**src/rtl/qsort_pkg.sv**
```systemverilog
// Shared constants and types of the sorter.
// No dependencies.
`default_nettype none

package qsort_pkg;

    localparam int MAX_ITEMS = 64;
    localparam int VAL_W     = 32;
    localparam int CNT_W     = $clog2(MAX_ITEMS + 1);

    typedef logic signed [VAL_W-1:0] value_t;
    typedef logic [CNT_W-1:0]        count_t;

    typedef struct packed {
        logic   load;
        logic   pop;
        value_t value;
    } cell_cmd_t;

endpackage

`default_nettype wire

```
**src/rtl/qsort_ctrl.sv**
```systemverilog
// Load/emit sequencer of the sorter: element count, overflow flag, commands to the row.
// Depends on qsort_pkg.
`default_nettype none

module qsort_ctrl (
    input  wire logic               clk,
    input  wire logic               rst_n,
    input  wire logic               in_valid,
    input  wire logic               in_last,
    input  wire qsort_pkg::value_t  in_value,
    output logic                    in_ready,
    output logic                    out_valid,
    input  wire logic               out_ready,
    output logic                    out_last,
    output logic                    out_overflow,
    output qsort_pkg::cell_cmd_t    cmd
);
    import qsort_pkg::*;

    localparam logic MODE_LOAD = 1'b0;
    localparam logic MODE_EMIT = 1'b1;

    logic   mode_reg;
    logic   mode_next;
    count_t count_reg;
    count_t count_next;
    logic   ovf_reg;
    logic   ovf_next;
    logic   in_acc;
    logic   out_acc;
    logic   full;

    assign in_ready     = (mode_reg == MODE_LOAD);
    assign out_valid    = (mode_reg == MODE_EMIT);
    assign out_last     = (count_reg == count_t'(1));
    assign out_overflow = ovf_reg;
    assign in_acc       = in_valid && in_ready;
    assign out_acc      = out_valid && out_ready;
    assign full         = ((count_reg + count_t'(1)) == count_t'(MAX_ITEMS));

    assign cmd.load  = in_acc;
    assign cmd.pop   = out_acc;
    assign cmd.value = in_value;

    always_comb
    begin
        mode_next  = mode_reg;
        count_next = count_reg;
        ovf_next   = ovf_reg;
        unique case (mode_reg)
            MODE_LOAD:
            begin
                if (in_acc)
                begin
                    count_next = count_reg + count_t'(1);
                    if (in_last || full)
                    begin
                        mode_next = MODE_EMIT;
                        ovf_next  = !in_last;
                    end
                end
            end
            MODE_EMIT:
            begin
                if (out_acc)
                begin
                    count_next = count_reg - count_t'(1);
                    if (out_last)
                    begin
                        mode_next = MODE_LOAD;
                        ovf_next  = 1'b0;
                    end
                end
            end
            default:
            begin
                mode_next = MODE_LOAD;
            end
        endcase
    end

    always_ff @(posedge clk or negedge rst_n)
    begin
        if (!rst_n)
        begin
            mode_reg  <= MODE_LOAD;
            count_reg <= '0;
            ovf_reg   <= 1'b0;
        end
        else
        begin
            mode_reg  <= mode_next;
            count_reg <= count_next;
            ovf_reg   <= ovf_next;
        end
    end

endmodule

`default_nettype wire

```
**config.mk**
```make
export PLATFORM = sky130hd
export DESIGN_NAME = qsort_ctrl
export DESIGN_NICKNAME = d
export VERILOG_FILES = /design/src/rtl/qsort_pkg.sv /design/src/rtl/qsort_ctrl.sv
export SDC_FILE = /design/constraint.sdc
export NUM_CORES = 1
export LEC_CHECK = 0
export BUFFER_PORTS_ARGS = -buffer_cell sky130_fd_sc_hd__buf_2
export CAP_MARGIN = 15
export CELL_PAD_IN_SITES_DETAIL_PLACEMENT = 0
export CELL_PAD_IN_SITES_GLOBAL_PLACEMENT = 1
export CORE_AREA = 2 2 62 64
export DETAILED_ROUTE_END_ITERATION = 10
export DIE_AREA = 0 0 64 66
export PLACE_DENSITY_LB_ADDON = 0.1
export SYNTH_ARGS = -nofsm -noshare
export SYNTH_HDL_FRONTEND = slang
export SYNTH_SLANG_ARGS = --single-unit
```
**constraint.sdc**
```tcl
create_clock -name clk -period 2.6 [get_ports clk]
set_input_delay 0.26 -clock clk [delete_from_list [all_inputs] [get_ports clk]]
set_output_delay 0.26 -clock clk [all_outputs]
set_load 0.05 [all_outputs]
```
Word-level counts from Yosys, hierarchy flattened. Cells that the tools add are included.

$add $sub $neg: 2. Equal/unequal tests: 6. Multiplexer cells: 13. Bitwise operators: 1. Reductions and logical operators: 6.

Operators by type and width (number): $mux W7 (2); $pmux W7 S2 (1); $mux W1 (8); $add A7 B1 Y7 const B (1); $eq A7 B1 Y1 const B (1); $eq A7 B7 Y1 const B (1); $sub A7 B1 Y7 const B (1); $ne A2 B1 Y1 const B (3); $pmux W1 S2 (2); $reduce_and A4 Y1 (1); $logic_and A1 B1 Y1 (2); $ne A2 B2 Y1 const B (1); $reduce_and A2 Y1 (1); $logic_not A1 Y1 (1); $logic_or A1 B1 Y1 (1); $not A1 Y1 (1).

Register bits: 9. Bits of input ports: 37. Output and inout bits: 38. Word-level logic and storage cells: 31.

Depth between registers and ports, before layout.
Word-level depth: 6. Gate-level depth with buffers: 6. Mapped depth without buffers: 6.

Least setup slack after synthesis. Ideal clock, no wire load.

Path type: register -> register. From: register mode_reg, in the netlist out_valid. To: register count_reg[6]. Setup time: 0.126 ns. Arrival: 1.461 ns. Data required time: 2.474 ns. Path slack: 1.013 ns. Cell stages (with the launch flop): 6. Buffers on the path: 1. Period minus slack after synthesis: 1.587 ns. Cells stage by stage: dfrtp_1 > buf_6 > nand4b_4 > nor4_4 > xor2_1 > a221o_1.

Word-level cells in the longest chain between the ends: 4. Elaborated cells on any way between the ends: 7. Classes of those cells: eq/ne (2); mux (1); bitwise (1); reduce/logical (3).

Ends and longest elaborated chain: start, declared (RTL line qsort_ctrl.sv:23) `logic mode_reg;`; start signal, assigned (RTL line qsort_ctrl.sv:92) `mode_reg <= mode_next;`; $not A1 Y1; $logic_and A1 B1 Y1 (RTL line qsort_ctrl.sv:37) `assign in_acc = in_valid && in_ready;`; $ne A2 B1 Y1 (no source line); $reduce_and A2 Y1 (no source line); end signal, assigned (RTL line qsort_ctrl.sv:93) `count_reg <= count_next;`; end, declared (RTL line qsort_ctrl.sv:25) `count_t count_reg;`.

Several ways; a longest one is shown, not always the timed one. A chain may end at the register's enable or synchronous reset.

Final worst setup path.
From: register count_reg[4]. To: output port out_last.

Word-level cells in the longest chain between the ends: 1.

Ends and longest elaborated chain: $eq A7 B1 Y1 (RTL line qsort_ctrl.sv:35) `assign out_last = (count_reg == count_t'(1));`; end, declared (RTL line qsort_ctrl.sv:14) `output logic out_last,`.

No other way between the ends.

==> impl_summary.txt <==
----------------------------------------------------
[Route]
  DRT iter0 DRCs ... 31
  Length of routed met3 wiring ... 148 um
  Avg WL per Cell ... 13.6 um
  Iteration count of the initial detailed-routing pass ... 4
  Remaining number of nets flagged by the antenna check after routing ... 0
  Vias per inst ... 4.42
  Uppermost metal layer occupied by signal nets ... met4
  Count of unresolved DRC violations after routing ... 0
  Total via count in the routed design ... 584
  Length of routed met2 wiring ... 821 um
  WL met1 ... 779 um
  Routed wire length ... 1800 um

[Setup path]
  Worst Path Arrival ... 1450 ps
  Worst Reg2Reg Path Length in Cells ... 6
  Start of the worst register-to-register path ... count_reg[0]
  Top Family by Delay on Critical Path ... flip-flops
  Register-to-register path setup slack ... 1010 ps
  Startpoint kind of the worst setup timing path ... register
  Cells along the critical path ... nor3_2, and3_1, buf_2
  Slowest CP cell ... sky130_fd_sc_hd__dfrtp_1
  Reg-to-Reg End ... count_reg[6]
  Crit path capture type ... output pin
  WP buf/inv ... 1
  Data required time at the worst endpoint ... 2340 ps
  Number of gates on the worst path with buffers counted ... 3
  Worst path max stage delay ... 510 ps
  Kind of critical path ... reg -> out
  Peak fanout along the critical path ... 10

[Yosys]
  Main synth FF type ... sky130_fd_sc_hd__dfrtp_1
  Number of unique standard cell types used by synthesis ... 36
  Flop and latch count out of synthesis ... 9
  Synth Cell Area ... 956 um2
  Cell type contributing the most total cell area after synthesis ... sky130_fd_sc_hd__buf_4
  Count of synthesis-stage warnings from yosys ... 0
  Top-area cell type share of the netlist area ... 0.275
  Post-synthesis average cell area ... 8.93 um2
  Cell types occupying the most area after synthesis ... sky130_fd_sc_hd__buf_4 (27%), sky130_fd_sc_hd__dfrtp_1 (24%), sky130_fd_sc_hd__ha_1 (3.9%)
  Number of enable-type register cells in the synthesized netlist ... 0
  Synthesized Nets ... 147
  Sequential-to-total area share from yosys stat ... 0.236
  Share of async-settable or async-resettable flops after synthesis ... 1.00
  Mapped Cells ... 107

[Min path]
  Hold Crit Start ... in_last
  Count of cells along the worst hold path ... 2
  Hold Path Sink ... out_overflow
  Worst Hold Class ... in -> reg

[Place]
  GPL Wtd Cong ... 0.648
  Port Buffer Count ... 10
  Post-place instance area ... 769 um2
  DP HPWL ... 1390 um
  Dpl ws ... 995 ps

[Timing]
  Period Utilization, post-route ... 0.659
  Final hold violation count ... 0
  Least setup slack across all paths after layout ... 885 ps
  Achievable clock frequency ... 0.583 GHz
  TNS Setup ... 0 ps
  Total count of max-transition violations in the final report ... 0
  Setup repair after global routing missed its margin ... false
  Post-layout min period ... 1710 ps
  Post-route clock skew ... 9.73 ps
  Hold slack final ... 226 ps
  Transition time at the pin with the least slew margin ... 396 ps
  Remaining max-slew budget at the tightest pin ... 0.736
  Total setup violations reported at the end of the flow ... 0

[Layout]
  Max reg flops ... 7
  Filler Cell Count ... 401
  Share of cells above drive strength 1 ... 0.250
  Antenna cell count ... 0
  Nets@finish ... 125
  Most frequent standard cell in the layout excluding fill and tap cells ... sky130_fd_sc_hd__buf_2
  Layout-stage area growth over the synthesis result ... -15.7%
  Post-route standard cell area excluding fillers ... 806 um2
  Commonest cells after routing, fill and taps aside ... sky130_fd_sc_hd__buf_2 (10), sky130_fd_sc_hd__dfrtp_1 (9), sky130_fd_sc_hd__nor2_1 (7)

[Power]
  Maximum vdd drop ... 0.000237 V
  Overall power consumption ... 0.911 mW
  Leakage power total ... 0.359 nW
  Total power per unit cell area ... 1130 mW/mm2

[Global routing]
  Vias in the first global route ... 602
  Gr usage total ... 0.0920
  First-pass GRT wire length ... 2980 um
  Sum of overflow across all layers after global routing ... 0
  Pin count of the biggest net entering global routing ... 12
  Number of antenna violations at the first check in global routing ... 0

[CTS]
  CTS tree ... done
  H-tree depth ... 1
  Post-cts repair resize count ... 0
  Insertion delay to the later sink of the worst-skew pair ... 270 ps
  Buffer levels on the longest clock path ... 2
  TritonCTS buffer count ... 3
  Buffer cell driving the clock tree root ... sky130_fd_sc_hd__clkbuf_4
  Num Clock Sinks ... 9
  Reg clk slew, reported paths ... 80 ps

[Floorplan]
  Core footprint ... 0.00355 mm2
  Top-level port count ... 75
  # rows ... 22
  Die W ... 64 um
  Die outline area ... 0.00422 mm2
  Vertical extent of the die ... 66 um
  Initial core utilization ... 0.269

[Flow run]
  Max Cap Violations ... 0

[Run status]
  Run status ... finished, final reports clean

----------------------------------------------------
==> per-stage QoR <==
stage / instances / utilization
6_report: 132 / 0.227
5_1_grt: 132 / 0.227
4_1_cts: 132 / 0.227
3_5_place_dp: 127 / 0.217
3_3_place_gp: 127 / 0.217
2_1_floorplan: 107 / -
==> report_power, final <==
part           switching (mW)  total [mW]  internal (mW)
clock network          0.0559       0.115         0.0593
registers               0.152       0.355          0.203
logic                   0.254       0.441          0.187
total                   0.462       0.911          0.449
==> Yosys cell counts, types with 2 or more instances <==
cell type	number
sky130_fd_sc_hd__a21oi_1	4
sky130_fd_sc_hd__buf_4	35
sky130_fd_sc_hd__buf_6	3
sky130_fd_sc_hd__dfrtp_1	9
sky130_fd_sc_hd__ha_1	3
sky130_fd_sc_hd__inv_1	5
sky130_fd_sc_hd__nand2_1	6
sky130_fd_sc_hd__nand4_1	2
sky130_fd_sc_hd__nor2_1	7
sky130_fd_sc_hd__o21ai_0	2
sky130_fd_sc_hd__o21ai_1	2
sky130_fd_sc_hd__xnor2_1	4
sky130_fd_sc_hd__xor2_1	2
==> final cells by class <==
cell class | count | area (um2) | share of cell area
Inverter | 6 | 22.5 | 0.0280
Tap cell | 48 | 60.1 | 0.0745
Sequential cell | 9 | 225 | 0.280
Multi-Input combinational cell | 54 | 412 | 0.511
Timing Repair Buffer | 11 | 60.1 | 0.0745
Clock buffer | 4 | 26.3 | 0.0326
==> timing repair <==
| item | CTS | global route |
|---|---|---|
| endpoints found under the hold margin | 9 | 0 |
| hold buffers | 1 | 0 |
| buffers inserted | 0 | 0 |
==> worst max-delay path by stage <==
stage	from	endpoint	slack, ps
3_5_place_dp	count_reg[0]	count_reg[6]	990
6_report	count_reg[4]	out_last	890
4_1_cts	count_reg[4]	out_last	860
3_3_place_gp	count_reg[0]	count_reg[6]	1030
5_1_grt	out_valid	cmd[32]	780
2_1_floorplan	out_valid	count_reg[6]	1010
==> logic make-up after synthesis <==
logic type               after synthesis  synth area share
AO/OA/AOI/OAI                         16             0.124
XOR/XNOR                               6            0.0550
adder cells (fa/ha/maj)                3            0.0393
buffers and inverters                 44             0.334
flip-flops                             9             0.236
AND/OR/NAND/NOR                       29             0.212
==> layer usage <==
metal / vias up / global-route usage
met5: - / 0
met2: 20 / 0.128
met1: 272 / 0.113
met4: 0 / 0.0815
li1: 282 / -
met3: 10 / 0.0290
No activity file was read; power rests on OpenSTA's default activity.
