[src/rtl/qsort_pkg.sv]
// Shared constants and types of the sorter.
// No dependencies.
`default_nettype none

package qsort_pkg;

    localparam int MAX_ITEMS = 64;
    localparam int VAL_W     = 32;
    localparam int CNT_W     = $clog2(MAX_ITEMS + 1);

    typedef logic signed [VAL_W-1:0] value_t;
    typedef logic [CNT_W-1:0]        count_t;

    typedef struct packed {
        logic   load;
        logic   pop;
        value_t value;
    } cell_cmd_t;

endpackage

`default_nettype wire

[src/rtl/qsort_cell.sv]
// One cell of the sorting row: holds one element, kept ascending along the row.
// Depends on qsort_pkg.
`default_nettype none

module qsort_cell (
    input  wire logic                 clk,
    input  wire logic                 rst_n,
    input  wire qsort_pkg::cell_cmd_t cmd,
    input  wire logic                 left_take,
    input  wire logic                 left_valid,
    input  wire qsort_pkg::value_t    left_value,
    input  wire logic                 right_valid,
    input  wire qsort_pkg::value_t    right_value,
    output logic                      take,
    output logic                      valid,
    output qsort_pkg::value_t         value
);
    import qsort_pkg::*;

    logic   valid_reg;
    logic   valid_next;
    value_t value_reg;
    value_t value_next;

    assign take  = !valid_reg || (cmd.value < value_reg);
    assign valid = valid_reg;
    assign value = value_reg;

    always_comb
    begin
        valid_next = valid_reg;
        value_next = value_reg;
        if (cmd.pop)
        begin
            valid_next = right_valid;
            value_next = right_value;
        end
        else if (cmd.load && take)
        begin
            if (left_take)
            begin
                valid_next = left_valid;
                value_next = left_value;
            end
            else
            begin
                valid_next = 1'b1;
                value_next = cmd.value;
            end
        end
    end

    always_ff @(posedge clk or negedge rst_n)
    begin
        if (!rst_n)
        begin
            valid_reg <= 1'b0;
        end
        else
        begin
            valid_reg <= valid_next;
        end
    end

    always_ff @(posedge clk)
    begin
        value_reg <= value_next;
    end

endmodule

`default_nettype wire

[config.mk]
export PLATFORM = sky130hd
export DESIGN_NAME = qsort_cell
export DESIGN_NICKNAME = d
export VERILOG_FILES = /design/src/rtl/qsort_pkg.sv /design/src/rtl/qsort_cell.sv
export SDC_FILE = /design/constraint.sdc
export NUM_CORES = 1
export LEC_CHECK = 0
export BUFFER_PORTS_ARGS = -buffer_cell sky130_fd_sc_hd__buf_2
export CORE_MARGIN = 2
export CORE_UTILIZATION = 50
export CTS_BUF_LIST = sky130_fd_sc_hd__clkbuf_2
export DETAILED_ROUTE_END_ITERATION = 10
export HOLD_SLACK_MARGIN = 0.02
export PLACE_DENSITY = 0.88
export SYNTH_ARGS = -nofsm -noshare
export SYNTH_HDL_FRONTEND = slang
export SYNTH_SLANG_ARGS = --single-unit
[constraint.sdc]
create_clock -name clk -period 7.25 [get_ports clk]
set_clock_uncertainty 0.1 [all_clocks]
set_input_delay 0.3625 -clock clk [delete_from_list [all_inputs] [get_ports clk]]
set_output_delay 0.3625 -clock clk [all_outputs]
set_load 0.01 [all_outputs]
; Word level (Yosys, flattened, before mapping)
; Index checks and enable logic that the tools add are counted.
[op_classes]
magnitude_cmp = 1
n_mux = 6
reduce_logical = 4
[ops]
columns = op, count
row1 = $mux 32, 3
row2 = $lt 32x32->1, 1
row3 = $mux 1, 3
row4 = $reduce_bool 2->1, 1
row5 = $logic_and 1x1->1, 1
row6 = $logic_not 1->1, 1
row7 = $logic_or 1x1->1, 1
[totals]
reg_bits = 33
in_bits = 103
out_inout_bits = 34
wordCells = 13

; Logic depth before layout (Yosys ltp)
; Gate-level depths: netlist (run 1).
[depth]
word_depth = 5
mapped_depth = 8

; Worst setup path before layout (run 1)
; Ideal clock, no wire load.
[synth_path]
path_type = register to register
from = register value_reg[2] (netlist: value[2])
to = register value_reg[0] (netlist: value[0]) (enable)
t_arrival_ns = 3.790
required_time_ns = 6.689
path_slack_ns = 2.899
stages_incl_launch_ff = 9
path_cell_list = edfxtp_1 > inv_1 > ha_1 > a211o_1 > a31oi_1 > o311a_1 > o41ai_2 > and3_1 > nor3_1
[synth_between]
elab_chain_cells = 4
[synth_rtl]
columns = element, line
row1 = "start, declared", qsort_cell.sv:22  ; value_t value_reg;
row2 = "start signal, assigned", qsort_cell.sv:67  ; value_reg <= value_next;
row3 = $lt 32x32->1, qsort_cell.sv:25  ; assign take = !valid_reg || (cmd.value < value_reg);
row4 = $logic_or 1x1->1, qsort_cell.sv:25
row5 = $logic_and 1x1->1, qsort_cell.sv:38  ; else if (cmd.load && take)
row6 = $reduce_bool 2->1 (no source line), -
; No other way between the ends.
; A chain may end at the register's enable or synchronous reset.

; Final worst setup path (run 1)
[layout_path]
from = register value_reg[7] (netlist: value[7])
to = output take
[layout_between]
elab_chain_cells = 2
[layout_rtl]
columns = element, line
row1 = $lt 32x32->1, qsort_cell.sv:25
row2 = $logic_or 1x1->1, qsort_cell.sv:25
row3 = "end, declared", qsort_cell.sv:14  ; output logic take,
; No other way between the ends.

==> results by group, run 1 <==
Status
  • Status: complete, no violations

Hold path
  • HP Class: input port to flip-flop
  • Hold path depth: 3
  • Hold Startpoint: right_value[5]

Timing
  • Final Hold Vio Count: 0
  • Final setup fails: 0
  • Tmin final: 3.06 ns
  • Post-Route Setup TNS: 0 ns
  • Max Clock Freq: 0.327 GHz
  • Fin. max-slew vios: 0
  • RSZ-0062 raised after global routing: no
  • Worst rel slew slack: 0.316
  • Tcrit/Tclk final: 0.422
  • Worst slew pin tran: 1.03 ns

Clock network
  • Root Driver: clkbuf_2
  • CTS tree: built
  • Hold Buf Count CTS: 1
  • Clk sinks: 33
  • H-Tree Depth: 2
  • Post-CTS Resized: 0
  • Total CTS buffers: 5
  • Worst-Skew Late Latency: 0.38 ns
  • Worst-path clk slew: 0.18 ns
  • Post-CTS Setup Repair Bufs: 0
  • Longest Clk Path Bufs: 2

Setup path
  • Critical Path RT: 6.79 ns
  • CP Capture Point: take
  • Worst R2R End: value[28]
  • Worst r2r path cells: 9
  • CP Launch Type: flip-flop
  • Crit. End Element: output port
  • Worst-path maximum fanout: 3
  • Critical Path AT: 2.60 ns
  • Setup CP Type: flip-flop to output port
  • FF-to-FF setup slack: 4.43 ns
  • CP Launch Point: value[7]
  • Reg2reg start: value[31]

Synthesis
  • Synth top area cells: edfxtp_1, ha_1, mux2i_1
  • Post-synthesis compound-gate area fraction: 0.140
  • Post-Synth XOR/XNOR Area: 0
  • Largest family of logic cells by synthesized area: adder cells
  • Synthesized Nets: 397
  • Yosys warning count: 0
  • Largest area contributor in the netlist: edfxtp_1
  • Post-Syn Area: 2500 um2
  • Post-synth top area share: 0.385
  • Simple-Gate Fraction of Synth Area: 0.112
  • Avg Cell Area, Syn: 9.50 um2
  • Mux cell area share after synthesis: 0.133
  • Synth unique cells: 33
  • Sequential share of the synthesized area: 0.395
  • Cells after synthesis: 263
  • Adder-cell share of the synthesized area: 0.155
  • Flops & latches, synth: 33

Placement
  • Gpl congestion: 0.786
  • IO Port Bufs: 136
  • Post-DP HPWL: 5040 um
  • Placed instance count: 456

Floorplan
  • IO Count: 137
  • Initial core utilization: 0.522
  • DIE HEIGHT: 74.7 um
  • Core ar.: 4790 um2
  • Std cell rows: 25
  • Die area: 5580 um2
  • Die Width: 74.7 um

Final layout
  • Final #Nets: 531
  • Fin cells: 465
  • # fillers: 409
  • Ant. Diodes: 0
  • Syn-to-layout area delta: 31.2%
  • Final Util: 0.685
  • Share of cells above drive strength 1: 0.369
  • Max reg flops: 32

Routing
  • DR iter-0 viols: 86
  • Routed WL per cell: 13.6 um
  • Vias per inst: 5.26
  • Post-route ant nets: 0
  • Post-route DRC: 0
  • DRT Pass-1 Iters: 7
  • Total Routed Length: 6310 um
  • Via Count: 2447

Global route
  • Vias in the first global route: 2313
  • Initial antenna violation count: 0
  • Overall routing resource usage: 0.225
  • GRT Residual Overflow: 0
  • Maximum number of pins on one net before global-route repair: 70
  • Global-route wire length before repair: 9560 um

Pwr
  • Peak supply drop: 108 uV
  • Pwr Total: 0.000565 W
  • Power Dens Cells: 172 nW/um2
  • Leak: 1.74 nW

Flow run
  • MaxCap Viol Count: 0
==> cells in the mapped netlist <==
library cell   n
o21ai_1        1
o21ai_0       35
a221oi_2       1
o311a_1        1
and3_1         1
clkbuf_1       8
ha_1          31
nand2_1       42
and3b_1        1
mux2_1         1
a21o_1         1
a21oi_1       13
o41ai_2        1
nand3_1        2
a221o_1        1
a31oi_1        1
inv_1         32
nor3_1         2
nor2_1         4
a211oi_1       1
dfrtp_1        1
nand2b_1       2
nor4b_1        1
o22ai_1        1
nand4_1        6
buf_2          3
o211ai_1       1
or3_1          1
o2bb2ai_1      1
a211o_1        1
mux2i_1       32
nor4_1         1
edfxtp_1      32
==> metal layers <==
| metal | part of all wire | vias to the layer above | track usage |
|---|---|---|---|
| met2 | 0.53 | 120 | 0.438 |
| met5 | 0 | - | 0 |
| met1 | 0.38 | 1101 | 0.239 |
| met4 | 0.015 | 0 | 0.0635 |
| li1 | - | 1213 | - |
| met3 | 0.076 | 13 | 0.0549 |
==> worst min-delay path by stage <==
stage                    end  slack (ns)
floorplan              valid       -0.03
global placement       valid        0.04
detailed placement     valid        0.04
CTS                 value[2]        0.14
global route           valid        0.15
finish              value[5]        0.16
==> kinds of logic after synthesis <==
group,Yosys count
AOI/OAI and AO/OA,60
DFF,33
buffers and inverters,43
and+or+nand+nor,63
muxes,33
adders and majority gates,31
==> through the flow <==
stage	setup WS [ns]	cell area, um2	hold slack, ns
3_5_place_dp	4.39	3230	0.0389
4_1_cts	4.15	3280	0.138
3_3_place_gp	4.50	3230	0.0380
2_1_floorplan	2.90	2500	-0.0331
5_1_grt	3.99	3280	0.154
6_report	4.19	3280	0.165
==> power breakdown <==
part	switching, W	internal, W
Clock	0.0000601	0.0000258
Combinational	0.000120	0.0000960
Sequential	0.0000153	0.000248
Total	0.000195	0.000370
==> cells in the final DEF (no fill, tap or decap), types with 2 or more instances in the layout <==
cell      Yosys  routed
nand2b_1      2       2
clkbuf_2      0       7
nor2_1        4       4
o21ai_0      35      35
nand4_1       6       6
a21oi_1      13      13
nand2_1      42      42
ha_1         31      31
mux2i_1      32      32
nand3_1       2       2
inv_1        32      32
edfxtp_1     32      32
buf_2         3     136
==> worst max-delay path, cell delays in order, from the launching register on <==
cell and delay, ns:
edfxtp_1 0.39, inv_1 0.05, ha_1 0.32, nand4_1 0.11, o311a_1 0.38, o41ai_2 0.34, a21oi_1 0.13, mux2_1 0.35
buf_2 0.15
==> cell type report <==
type | instances | area (um2) | area share
clock inverter | 1 | 3.75 | 0.00114
timing repair buffer | 138 | 698 | 0.213
clock buffer | 7 | 35.0 | 0.0107
sequential | 33 | 986 | 0.301
inverter | 32 | 120 | 0.0366
multi-input combinational | 187 | 1350 | 0.412
tap | 67 | 83.8 | 0.0256
Power figures use the tool's default switching activity.
==> run 2: changes to the inputs <==
--- a/config.mk
+++ b/config.mk
@@ -7,11 +7,11 @@
 export LEC_CHECK = 0
 export BUFFER_PORTS_ARGS = -buffer_cell sky130_fd_sc_hd__buf_2
 export CORE_MARGIN = 2
-export CORE_UTILIZATION = 50
+export CORE_UTILIZATION = 46
 export CTS_BUF_LIST = sky130_fd_sc_hd__clkbuf_2
 export DETAILED_ROUTE_END_ITERATION = 10
 export HOLD_SLACK_MARGIN = 0.02
-export PLACE_DENSITY = 0.88
+export PLACE_DENSITY = 0.82
 export SYNTH_ARGS = -nofsm -noshare
 export SYNTH_HDL_FRONTEND = slang
 export SYNTH_SLANG_ARGS = --single-unit
==> constraint.sdc (replaced) <==
create_clock -name clk -period 2.95 [get_ports clk]
set_clock_uncertainty 0.1 [all_clocks]
set_input_delay 0.1475 -clock clk [delete_from_list [all_inputs] [get_ports clk]]
set_output_delay 0.1475 -clock clk [all_outputs]
set_load 0.01 [all_outputs]
==> results by group, run 2 (same netlist as run 1, synthesis figures left out) <==
Pwr
  • Leak: 1.96 nW (+13%)
  • Sw Ratio: 0.330 (-0.0159)
  • NetSw: 0.000513 W (+160%)
  • Clock power frac: 0.193 (+0.041)
  • Power Dens Cells: 411 nW/um2 (+140%)
  • Peak supply drop: 294 uV (+170%)
  • Int Power: 0.00104 W (+180%)
  • Combinational power share: 0.392 (+0.010)
  • Share of total power in sequential cells: 0.415 (-0.051)

Clock network
  • Clk sinks: 33 (unchanged)
  • CTS tree: built
  • Root Driver: clkbuf_2
  • Worst-path clk slew: 0.18 ns (about the same)
  • Total CTS buffers: 5 (unchanged)
  • Longest Clk Path Bufs: 2 (unchanged)
  • Worst-Skew Late Latency: 0.38 ns (about the same)
  • H-Tree Depth: 2 (unchanged)

Floorplan
  • Core ar.: 5170 um2 (+8.1%)
  • Initial core utilization: 0.483 (-0.0390)
  • IO Count: 137 (unchanged)
  • Std cell rows: 26 (+4.0%)
  • Die area: 6040 um2 (+8.2%)
  • DIE HEIGHT: 77.7 um (+4.0%)
  • Die Width: 77.7 um (+4.0%)

Final layout
  • Ant. Diodes: 0 (unchanged)
  • Most frequent cells in the layout: buf_2, dlygate4sd3_1, nand2_1
  • Share of cells above drive strength 1: 0.347 (-0.0225)
  • Multi-input gate area: 1380 um2 (+2.2%)
  • Design Area, Final: 3790 um2 (+16%)
  • Syn-to-layout area delta: 51.6%
  • Final #Nets: 577 (+8.7%)
  • Final Util: 0.732 (+0.0472)
  • Reg area: 986 um2 (unchanged)
  • Max reg flops: 32 (unchanged)
  • # fillers: 377 (-7.8%)
  • Most common cell after layout, fill and taps aside: buf_2

Routing
  • Total Routed Length: 7300 um (+16%)
  • Vias per inst: 5.08 (-3.4%)
  • Post-route ant nets: 0 (unchanged)
  • Post-route DRC: 0 (unchanged)
  • Via Count: 2612 (+6.7%)
  • Routed WL per cell: 14.2 um (+4.7%)
  • DR iter-0 viols: 109 (+27%)
  • DRT Pass-1 Iters: 4 (-3)

Placement
  • Gpl congestion: 0.754 (-4.0%)
  • Post-DP HPWL: 5170 um (+2.5%)
  • Area after DPL: 3260 um2 (+1.0%)
  • IO Port Bufs: 136 (unchanged)

Timing
  • Fin. max-slew vios: 0 (unchanged)
  • Max Clock Freq: 0.358 GHz
  • Worst rel slew slack: 0.631 (+0.315)
  • Tcrit/Tclk final: 0.948
  • Final Hold Vio Count: 0 (unchanged)
  • Tmin final: 2.80 ns
  • Final setup fails: 0 (unchanged)
  • Worst slew pin tran: 0.553 ns (-0.473 ns)

Global route
  • GRT Residual Overflow: 0 (unchanged)
  • Maximum number of pins on one net before global-route repair: 37 (-47%)
  • Global-route wire length before repair: 11600 um (+21%)
  • Overall routing resource usage: 0.242 (+0.0171)
  • Initial antenna violation count: 0 (unchanged)
  • Vias in the first global route: 2667 (+15%)

Setup path
  • WP buf/inv: 2 (unchanged)
  • Setup CP Type: flip-flop to output port
  • CP Launch Point: value[7]
  • Critical Path RT: 2.70 ns (-4.09 ns)
  • Crit-path cells: inv_1, ha_1, nand4_1, o311a_1, o41ai_4, a21oi_1, mux2_1, buf_2
  • FF-to-FF setup slack: 0.31 ns (-4.12 ns)
  • CP top delay family: compound AO/OA/AOI/OAI gates
  • Slowest CP cell: o311a_1
  • Worst-path maximum fanout: 3 (unchanged)
  • CP max stage delay: 0.40 ns (about the same)
  • Crit. End Element: output port
  • Critical Path AT: 2.55 ns (-0.05 ns)
  • Reg2reg start: value[2]
  • CP Launch Type: flip-flop

Hold path
  • HP Class: input port to flip-flop
  • Hold Startpoint: left_value[29]

Flow run
  • MaxCap Viol Count: 0 (unchanged)

Status
  • Status: complete, no violations
-- run 2: cell count changes in the layout (fill, tap and decap cells not counted), sizes merged --
| cell | delta |
|---|---|
| buf | +4 |
| bufinv | +1 |
| clkbuf | -1 |
| dlygate4sd3 | +42 |
-- run 2: repair_timing --
item / CTS / global route
gates resized for setup: 0 / 4
endpoints found under the setup margin: 0 / 26
setup buffers: 0 / 1
hold endpoints to repair: 34 / 0
hold buffers: 43 / 0
-- run 2: area by class of cell --
class,count,share of cell area
Clock inverter,2,0.00892
Timing Repair Buffer,184,0.303
Multi-Input combinational cell,187,0.365
Inverter,32,0.0317
Sequential cell,33,0.260
Clock buffer,6,0.00793
Tap cell,70,0.0231
-- run 2: path summary, 6_finish.rpt --
path / endpoint / cells past startpoint
worst max-delay path: take / 8
worst min-delay path: value[29] / 3
worst max register to register: value[22] / 9
worst min register to register: valid / 4
max in group asynchronous: valid / 3
min in group asynchronous: valid / 3
-- run 2: power by group through the flow --
stage                     clock (W)  sequential, W  combinational [W]
after floorplan                   0       0.000692           0.000274
after global placement            0       0.000652           0.000522
after detailed placement          0       0.000657           0.000539
after CTS                  0.000307       0.000646           0.000591
after global routing       0.000323       0.000657           0.000678
final                      0.000300       0.000646           0.000609
-- run 2: per-stage QoR --
| step | hold slack, ns | setup slack, ns | power, W | instances | TNS [ns] |
|---|---|---|---|---|---|
| finish | 0.0287 | 0.154 | 0.00156 | 514 | 0 |
| global route | 0.0417 | -0.0563 | 0.00166 | 514 | -0.0563 |
| CTS | 0.0209 | 0.135 | 0.00154 | 513 | 0 |
| detailed placement | -0.174 | 0.210 | 0.00120 | 462 | 0 |
| global placement | -0.178 | 0.339 | 0.00117 | 462 | 0 |
| floorplan | -0.248 | 0.0286 | 0.000967 | 263 | 0 |
-- run 2: tightest hold or removal path, stage by stage --
cell and delay (ns):
buf_2 0.07, mux2i_1 0.05, o21ai_0 0.14
-- run 2: metal layers --
layer | GRT usage | wire length (um)
met1 | 0.257 | 2770
met2 | 0.460 | 3890
met3 | 0.0640 | 567
met4 | 0.0750 | 74
met5 | 0 | 0
